## config.mk

```make
export PLATFORM = sky130hd
export DESIGN_NAME = dft_match
export DESIGN_NICKNAME = d
export VERILOG_FILES = /design/src/dft_pkg.sv /design/src/dft_match.sv
export SDC_FILE = /design/constraint.sdc
export NUM_CORES = 1
export LEC_CHECK = 0
export ABC_AREA = 1
export BUFFER_PORTS_ARGS = -buffer_cell sky130_fd_sc_hd__buf_4
export CORE_MARGIN = 2
export CORE_UTILIZATION = 41
export DETAILED_ROUTE_END_ITERATION = 10
export HOLD_SLACK_MARGIN = 0.1
export PLACE_DENSITY = 0.78
export SETUP_SLACK_MARGIN = 0.15
export SKIP_LAST_GASP = 1
export SYNTH_ARGS = -nofsm -noshare
export SYNTH_HDL_FRONTEND = slang
export SYNTH_SLANG_ARGS = --single-unit
```

## constraint.sdc

```tcl
create_clock -name clk -period 0.9 [get_ports clk]
set_clock_uncertainty 0.1 [all_clocks]
set_input_delay 0 -clock clk [delete_from_list [all_inputs] [get_ports clk]]
set_output_delay 0 -clock clk [all_outputs]
set_load 0.02 [all_outputs]
```

## src/dft_pkg.sv

```systemverilog
// Shared types and codes for the programmable transducer block.
// No dependencies; imported by dft_match and dfa_transducer_step.
package dft_pkg;

    localparam int SYM_W       = 8;
    localparam int STATE_W     = 5;
    localparam int LEN_W       = 3;
    localparam int STATUS_W    = 2;
    localparam int CHAR_FIELDS = 4;
    localparam int ENTRY_HDR_W = SYM_W + STATE_W + LEN_W;

    localparam logic [1:0] ACT_ADD_STATE = 2'd0;
    localparam logic [1:0] ACT_ADD_TRANS = 2'd1;
    localparam logic [1:0] ACT_SYMBOL    = 2'd2;
    localparam logic [1:0] ACT_END_WORD  = 2'd3;

    localparam logic [STATUS_W-1:0] ST_OK    = 2'd0;
    localparam logic [STATUS_W-1:0] ST_FULL  = 2'd1;
    localparam logic [STATUS_W-1:0] ST_RANGE = 2'd2;

    typedef logic [SYM_W-1:0] char_t;

    typedef struct packed {
        logic clear;
        logic check;
    } scan_ctrl_t;

endpackage

```

## src/dft_match.sv

```systemverilog
// Shared trigger comparator: checks one stored transition per cycle and keeps the last hit.
// Depends on dft_pkg.
module dft_match
    import dft_pkg::*;
#(
    parameter int KEPT = 4
) (
    input  logic                               clk,
    input  logic                               rst_n,
    input  scan_ctrl_t                         ctrl,
    input  char_t                              symbol,
    input  logic [ENTRY_HDR_W+SYM_W*KEPT-1:0]  entry,
    output logic                               hit_valid,
    output logic [ENTRY_HDR_W+SYM_W*KEPT-1:0]  hit_entry
);

    localparam int TEW = ENTRY_HDR_W + SYM_W * KEPT;

    logic           hit_valid_reg;
    logic [TEW-1:0] hit_entry_reg;
    logic           trig_eq;

    // trigger sits in the top byte of an entry
    assign trig_eq = (entry[TEW-1 -: SYM_W] == symbol);

    always_ff @(posedge clk or negedge rst_n)
    begin
        if (!rst_n)
        begin
            hit_valid_reg <= 1'b0;
        end
        else if (ctrl.clear)
        begin
            hit_valid_reg <= 1'b0;
        end
        else if (ctrl.check && trig_eq)
        begin
            hit_valid_reg <= 1'b1;
        end
    end

    // later matches overwrite earlier ones
    always_ff @(posedge clk)
    begin
        if (ctrl.check && trig_eq)
        begin
            hit_entry_reg <= entry;
        end
    end

    assign hit_valid = hit_valid_reg;
    assign hit_entry = hit_entry_reg;

endmodule

```

==> summary.txt <==
Initial Util: 42.5%
Post-Synthesis Cells: 99
Post-synthesis xor/xnor area fraction: 1.04%
Pin count of the biggest net entering global routing: 37
Rel. slew slack: 87.9%
Synth async-reset ratio: 2.04%
Worst setup SP type: input port
Power Dens Cells: 1210 nW/um^2
Initial antenna violation count: 0
CTS tree: built
Post-Syn Area: 1690 um^2
Largest family of logic cells by synthesized area: simple AND/OR/NAND/NOR gates
Largest register FFs: 48
Synth Register Bits: 49
Syn avg cell area: 17.1 um^2
CTS Buf Count: 5
Post-synthesis simple-gate area fraction: 7.11%
Status: finished, violations left
I/O Pins: 109
Most frequent cell after synthesis: edfxtp_1
Area Growth Syn to Fin: 115%
Failing checks: hold timing, setup timing
Final Instance Area: 3640 um^2
Yosys top cell area share: 85.3%
Std cell rows: 23
CTS Buffer Depth: 2
Fraction of layout cells with a size suffix above 1: 54.1%
Multiplexer share of the synthesized area: 0%
Post-layout nets: 338
Nature of the critical path endpoint: register
CTS H-tree lvls: 2
Final Hold Viols: 5
Pre-CTS setup slack: -477 ps
Worst Slack Setup Final: -286 ps
# Max-Cap Violations: 0
First-pass GRT wire length: 6670 um
Placed cell areas: 2650 um^2
Routed WL: 6390 um
Final Util: 91.6%
Antenna diodes: 0
Overall power: 0.00440 W
Final Cycle Share: 132%
Filler Cells Inserted: 141
Drt first pass iters: 4
Routed vias: 1533
ANT nets after route: 0
GR met3 Demand/Resource: 7.40%
Placer Congestion: 0.774
Least-Margin Pin Slew: 181 ps
Part of the power in registers: 57.3%
Leakage: 1.60 nW
CP Class: input port to register
Clock power share: 28.8%
Setup-failing EPs final: 97
DRC: 0
Top_reg_cell synth: edfxtp_1
Slew Limit Fails: 0
Setup slack, reg-to-reg: 70 ps
Psw: 0.000940 W
Core area: 3970 um^2
Post-DR wirelength/cell: 19.4 um
Netlist cell types: 14
Peak supply drop: 841 uV
Post-synth top area cell: edfxtp_1
Gr busiest metal: met2
Worst-path clk slew: 90 ps
Syn. warnings: 0
Clock Sink Count: 49
Internal: 0.00346 W
Skew-Pair Late Insertion Delay: 300 ps
Die H: 68.2 um
EDFF count, synth: 48
First DRT Iteration DRCs: 98
Worst EP required: 810 ps
Synth Area in Compound Gates: 1.48%
Gate power share: 13.9%
Die W: 68.2 um
Remaining global-route overflow: 0
Vias in the first global route: 1430
Arrival @ worst endpoint: 1100 ps
Min-delay worst type: input port to register
Fmax: 843 MHz
RSZ-0062 raised after global routing: true
Min Hold Slack: -207 ps
Met2 usage: 39.7%
Post-DP HPWL: 2980 um
Synth cell count leaders: edfxtp_1, nand2_1, inv_1
GR Util met1: 21.1%
IO buf count: 108
GRT Util Overall: 20.9%
Post-Synth Adder-Cell Area: 0%
Synth top area cells: edfxtp_1, nand2_1, inv_1
Tmin final: 1190 ps
Die ar.: 4650 um^2
Clk root buf: clkbuf_8
Crit-path max FO: 6
Syn Nets: 159
DR vias/cell: 4.66
Sequential area share after synthesis: 86.8%
Sw frac: 21.4%
[worst paths after layout]
check                                 to      start  depth (start not counted)
max reg2reg                    hit_valid  hit_valid                          3
min reg2reg                    hit_valid  hit_valid                          3
min in group asynchronous      hit_valid      rst_n                          3
max in group asynchronous      hit_valid      rst_n                          3
max                        hit_entry[41]  entry[46]                          9
min                        hit_entry[40]  entry[40]                          1
[cell families after synthesis]
| group | after synthesis |
|---|---|
| buf+inv | 16 |
| flops | 49 |
| xor+xnor | 2 |
| simple gates | 29 |
| compound gates | 3 |
[what timing repair did]
action	4_1_cts	5_1_grt
pin swaps	0	0
setup buffers	4	3
gates cloned	1	4
resized for setup	62	17
setup endpoints to repair	97	101
hold buffers	45	2
hold endpoints to repair	50	10
[stage by stage]
| step | TNS (ps) | cells |
|---|---|---|
| after floorplan | -54530 | 99 |
| after global placement | -21350 | 262 |
| after detailed placement | -22750 | 262 |
| after CTS | -8810 | 320 |
| after global routing | -16170 | 329 |
| final | -13950 | 329 |
[final cells by class]
cell class / count / area (um^2) / share of cell area [%]
inverters: 16 / 75.1 / 2.06
multi-input cells: 34 / 224 / 6.16
well taps: 50 / 62.6 / 1.72
repair buffers: 172 / 1720 / 47.4
flip-flops and latches: 49 / 1470 / 40.4
clock buffers: 7 / 76.3 / 2.10
clock inverters: 1 / 7.51 / 0.206
[power by group through the flow]
| stage | Combinational [W] | Sequential (W) | Clock, W |
|---|---|---|---|
| 6_report | 0.000612 | 0.00252 | 0.00127 |
| 5_1_grt | 0.000641 | 0.00252 | 0.00137 |
| 4_1_cts | 0.000544 | 0.00252 | 0.00124 |
| 3_5_place_dp | 0.000348 | 0.00257 | 0 |
| 3_3_place_gp | 0.000336 | 0.00257 | 0 |
| 2_1_floorplan | 0.0000771 | 0.00258 | 0 |
[layout by cell type, fill, tap and decap left out]
cell type | Yosys | routed
a21boi_2 | 1 | 1
a21oi_2 | 1 | 1
buf_12 | 0 | 2
buf_4 | 0 | 58
buf_6 | 0 | 60
buf_8 | 0 | 3
clkbuf_1 | 0 | 2
clkbuf_16 | 0 | 2
clkbuf_8 | 0 | 5
clkinvlp_4 | 0 | 1
dfrtp_2 | 0 | 1
dlygate4sd3_1 | 0 | 44
dlymetal6s4s_1 | 0 | 3
edfxtp_1 | 48 | 48
inv_1 | 16 | 11
inv_2 | 0 | 3
inv_8 | 0 | 2
nand2_1 | 18 | 13
nand2_2 | 0 | 3
nand2_4 | 0 | 2
nand3_1 | 4 | 2
nand3_2 | 0 | 2
nand4_1 | 1 | 1
nor2_1 | 4 | 3
nor2_2 | 0 | 1
nor3_4 | 0 | 1
o21ai_0 | 1 | 1
or2_2 | 1 | 1
xnor2_2 | 0 | 1
xor2_2 | 0 | 1
[critical path, cell delays in order]
cell and delay, ps:
buf_4 120, inv_1 40, nand2_1 60, nand2_1 110
nand4_1 180, nor3_4 190, buf_4 160, buf_4 110
buf_6 120
[layer usage]
layer / share of wire, % / vias to the layer above
li1: - / 695
met1: 32 / 711
met2: 54 / 117
met3: 11 / 10
met4: 1.9 / 0
met5: 0 / -
(Power assumes the default switching activity.)
