File: src/dft_ram.sv
// Generic single-write, single-read RAM with registered read data.
// No dependencies.
module dft_ram #(
    parameter int WIDTH = 8,
    parameter int DEPTH = 16
) (
    input  logic                                    clk,
    input  logic                                    we,
    input  logic [(DEPTH > 1 ? $clog2(DEPTH) : 1)-1:0] waddr,
    input  logic [WIDTH-1:0]                        wdata,
    input  logic [(DEPTH > 1 ? $clog2(DEPTH) : 1)-1:0] raddr,
    output logic [WIDTH-1:0]                        rdata
);

    logic [WIDTH-1:0] mem [DEPTH];
    logic [WIDTH-1:0] rdata_reg;

    always_ff @(posedge clk)
    begin
        if (we)
        begin
            mem[waddr] <= wdata;
        end
        rdata_reg <= mem[raddr];
    end

    assign rdata = rdata_reg;

endmodule

File: config.mk
export PLATFORM = sky130hd
export DESIGN_NAME = dft_ram
export DESIGN_NICKNAME = d
export VERILOG_FILES = /design/src/dft_ram.sv
export SDC_FILE = /design/constraint.sdc
export NUM_CORES = 1
export LEC_CHECK = 0
export ABC_AREA = 1
export BUFFER_PORTS_ARGS = -buffer_cell sky130_fd_sc_hd__buf_2
export CORE_ASPECT_RATIO = 0.5
export CORE_MARGIN = 2
export CORE_UTILIZATION = 55
export DETAILED_ROUTE_END_ITERATION = 8
export PLACE_DENSITY = 0.72
export SYNTH_ARGS = -nofsm -noshare
export SYNTH_HDL_FRONTEND = slang
export SYNTH_SLANG_ARGS = --single-unit
File: constraint.sdc
create_clock -name clk -period 1.8 [get_ports clk]
set_clock_uncertainty 0.1 [all_clocks]
set_input_delay 0.18 -clock clk [delete_from_list [all_inputs] [get_ports clk]]
set_output_delay 0.18 -clock clk [all_outputs]
set_load 0.1 [all_outputs]
==> results.toml, run 1 <==
[setup_path]
max_stage_delay_ps = 440
cp.required_ps = 1520
critPathArrivalTime_ps = 1190
crit_buf_inv = 1
slowest_stage = "buf_2"
worstSetupEndpointType = "output port"
worstSetupStartpointType = "flop"
critPathMaxFanout = 1
critPathKind = "reg2out"
critPathTopFamily = "buffers and inverters"
cp_cell_sequence = "buf_2"

[flow_run]
maxCapViolations = 0

[routing]
firstDrtPassIters = 5
route.vias.total = 3914
drtAntennaViolNets = 0
drc = 0
wl_um = 12800
avgRoutedWirePerCell_um = 17.2
drt_iter0_drc = 381
viasPerCell = 5.24

[synth]
synth_compound_area_share_pct = 0
yosysTopAreaCellShare_pct = 66.7
syn_nets = 569
synth_xor_area_share_pct = 0
synthAdderAreaFrac_pct = 0
synthCells = 551
yosys.area.top_type = "edfxtp_1"
yosys_warnings = 0
synth_area_leaders = "edfxtp_1 67%, nand2_1 11%, nand3_1 8.4%, inv_1 6.5%, dfxtp_1 2.8%"
yosysSeqAreaShare_pct = 69.4
syn_area_mm2 = 0.00577
syn_avg_cell_area_um2 = 10.5
synth-seq-cells = 136
synth_top_family_by_area = "simple AND/OR/NAND/NOR gates"
synthSimpleGateAreaFrac_pct = 21.0
ys_types = 12
synthMuxAreaShare_pct = 0

[clocking]
clockRootBuffer = "clkbuf_16"
postCtsHoldBufs = 0
clock_latency_ps = 410
numCtsBuffers = 17
clk_pin_slew_ps = 50
cts_buffer_depth = 2
cts_setup_buffers = 0
cts_resized = 0
cts_max_level = 4
cts_sinks = 136
cts_tree = "yes"

[sta]
fmax_mhz = 678
worstMarginPinSlew_ps = 510
setup_viol_count_final = 0
finalHoldViolCount = 0
post-route-period-util_pct = 81.9
maxSlewHeadroom_pct = 66.2
timing.setup.tns_ps = 0
rsz0062_at_grt = "false"
fin_crit_ps = 1470
slew_viol_final = 0
whs_ps = 42.2

[place]
gp_congestion = 0.843
portBuffers = 25
dp_cells = 715
place_hpwl_um = 7610
postPlaceCellArea_mm2 = 0.00610

[min_path]
hp-class = "in2reg"

[global_routing]
grt_overflow = 0
grtUsageTotal_pct = 24.6
antenna_found_initial = 0
grt_first_pass_wirelength_um = 20300
grt_max_degree = 65
grt_pass1_vias = 3763

[power_and_ir_drop]
p_leak_uw = 0.00293
power.total_uw = 7450
vdd_ir_drop_max_mv = 0.691
power_density_mw_per_mm2 = 1120

[finish]
drive_above_1_share_pct = 12.5
final_cell_mix = "173 x nand2_1, 128 x edfxtp_1, 100 x inv_1"
final_common_cell = "nand2_1"
diodes = 0
layout.cells.non_filler = 747
nNetsFinal = 612
design_area_mm2 = 0.00667
synthToLayoutAreaGrowth_pct = 15.6
nFillCells = 741
largest_register_ffs = 128

[floorplanning]
dieHeight_um = 76.4
placement_rows = 26
die_w_um = 149
coreArea_mm2 = 0.0102
die_area_mm2 = 0.0114
io_pins = 26
start_util_pct = 56.5

[run_status]
status = "complete, no violations"
[layout make-up]
cell class	instances	area (um2)	area share, %
clock inverters	3	40.0	0.600
clock buffers	29	531	7.95
multi-input cells	289	1210	18.2
inverters	102	383	5.74
flip-flops and latches	136	4000	60.0
repair buffers	48	323	4.84
well taps	140	175	2.63
[logic make-up after synthesis]
kind of cell / after synthesis
AND/OR/NAND/NOR: 289
flip-flops: 136
buffers and inverters: 126
[synth_stat cells, drive strengths merged]
cell / number
buf: 24
dfxtp: 8
edfxtp: 128
inv: 102
nand2: 173
nand3: 97
nand3b: 2
nor2: 17
[stage by stage]
step	setup slack [ps]	utilization, %
6_report	325	65.3
5_1_grt	295	65.3
4_1_cts	311	65.3
3_5_place_dp	378	59.7
3_3_place_gp	378	59.7
2_1_floorplan	569	-
[path summary, 6_finish.rpt]
| path | cells after the start | end | startpoint | slack [ps] |
|---|---|---|---|---|
| setup / recovery | 1 | rdata[3] | rdata[3] | 330 |
| setup reg to reg | 6 | rdata[5] | mem[11][5] | 620 |
| hold / removal | 3 | rdata[1] | raddr[3] | 40 |
| hold reg to reg | 6 | rdata[6] | mem[2][6] | 570 |
[where the power goes]
part | internal (uW) | switching, uW | total [uW] | leakage (uW)
Clock | 2120 | 1180 | 3300 | 0.000282
Combinational | 132 | 452 | 584 | 0.00142
Sequential | 3540 | 23.1 | 3570 | 0.00122
Total | 5790 | 1660 | 7450 | 0.00293
[routing by layer]
metal  track usage (%)  share of wire (%)
met1              33.8                 43
met2              37.9                 47
met5                 0                  0
met4              10.7                2.2
met3              5.93                7.7
No activity file was read; power rests on OpenSTA's default activity.
==> run 2, diff against run 1 <==
PLACE_DENSITY = 0.75   (was 0.72)
clock period = 1.2 ns   (was 1.8 ns; I/O delays follow)
==> run 2 against run 1 <==
Net effect:
- sequential power grew 51%
- die area is the same
- highest routed layer unchanged
- power grew 59%
- combinational power grew 78%
- largest power group is now the clock network
- non-clock buffer count grew 15
- setup slack lost 310 ps
- final cell count grew 2.0%
- via count grew 3.4%
==> results.toml, run 2 (synthesized netlist as in run 1, its figures left out) <==
[finish]
nNetsFinal = 627
nFillCells = 704
largest_register_ffs = 128
regArea_mm2 = 0.00401
multi_input_area_mm2 = 0.00122
diodes = 0
drive_above_1_share_pct = 16.2
synthToLayoutAreaGrowth_pct = 21.4
final_cell_mix = "173 x nand2_1, 128 x edfxtp_1, 100 x inv_1"
layout.cells.non_filler = 762
final_common_cell = "nand2_1"

[floorplanning]
start_util_pct = 56.5
coreArea_mm2 = 0.0102
die_w_um = 149
die_area_mm2 = 0.0114
placement_rows = 26
dieHeight_um = 76.4
io_pins = 26

[clocking]
cts_setup_buffers = 0
clockRootBuffer = "clkbuf_16"
cts_max_level = 4
clock_latency_ps = 420
clk_pin_slew_ps = 60
numCtsBuffers = 17
cts_tree = "yes"
cts_buffer_depth = 2
cts_sinks = 136

[run_status]
status = "complete, no violations"

[setup_path]
cp_cell_sequence = "buf_12"
max_stage_delay_ps = 360
critPathArrivalTime_ps = 960
critPathTopFamily = "flip-flops"
critPathMaxFanout = 1
crit_buf_inv = 1
r2r_setup_slack_ps = 60
worstSetupStartpointType = "flop"
slowest_stage = "dfxtp_2"
critPathKind = "reg2out"
worstSetupEndpointType = "output port"
cp.required_ps = 980

[global_routing]
antenna_found_initial = 0
grtUsageTotal_pct = 26.7
grt_max_degree = 29
grt_pass1_vias = 4060
grt_overflow = 0
grt_first_pass_wirelength_um = 21900

[place]
portBuffers = 25
dp_slack_ps = -138
place_hpwl_um = 8740
gp_congestion = 0.851
dp_cells = 728

[power_and_ir_drop]
power.total_uw = 11800
p_leak_uw = 0.00306
vdd_ir_drop_max_mv = 1.11
power_density_mw_per_mm2 = 1690

[routing]
drtAntennaViolNets = 0
viasPerCell = 5.31
firstDrtPassIters = 6
avgRoutedWirePerCell_um = 18.4
drt_iter0_drc = 528
drc = 0
route.vias.total = 4047
wl_um = 14000

[sta]
fmax_mhz = 846
slew_viol_final = 0
setup_viol_count_final = 0
worstMarginPinSlew_ps = 425
rsz0062_at_grt = "false"
finalHoldViolCount = 0
post-route-period-util_pct = 98.5
worst_slack_ps = 18.5
fin_crit_ps = 1180
maxSlewHeadroom_pct = 71.7

[flow_run]
maxCapViolations = 0

[min_path]
hp-class = "in2reg"
-- run 2: changes by cell type in the layout (fill, tap and decap cells not counted), sizes merged --
cell,previous run,this run
buf,48,61
clkbuf,29,19
clkinv,2,6
bufinv,1,4
clkinvlp,0,3
dlygate4sd3,0,2
-- run 2: cell type report --
type	instances	area share, %
sequential	136	57.3
multi-input combinational	289	17.4
timing repair buffer	63	8.54
clock buffer	19	6.18
inverter	102	5.47
clock inverter	13	2.56
tap	140	2.50
-- run 2: worst paths after layout --
kind | depth (start not counted) | from | to
worst min register to register | 6 | mem[12][2] | rdata[2]
worst max register to register | 6 | mem[2][2] | rdata[2]
worst max-delay path | 1 | rdata[4] | rdata[4]
worst min-delay path | 1 | wdata[2] | mem[10][2]
-- run 2: metal layers --
layer	wire, um	up-vias	part of all wire, %	GRT usage (%)
met5	0	-	0	0
met4	327	0	2.3	9.90
met3	1310	39	9.4	6.59
met2	6530	231	47	42.1
met1	5810	1885	42	36.2
li1	-	1892	-	-
-- run 2: report_power, final --
part	internal (uW)	switching [uW]
sequential	5320	57.4
clock	3460	1930
combinational	340	705
total	9120	2690
-- run 2: timing repair --
item | CTS | global route
hold buffers | 2 | 0
setup endpoints to repair | 8 | 1
gates resized for setup | 8 | 1
endpoints found under the hold margin | 4 | 0
-- run 2: stage by stage --
step                      area (um2)  TNS [ps]  hold WS [ps]  utilization [%]
final                           7000         0          12.0             68.5
after global routing            7000         0          19.8             68.5
after CTS                       7000         0          4.20             68.5
after floorplan                 5770         0           119                -
after global placement          6350      -481           440             62.2
after detailed placement        6350      -723           427             62.2
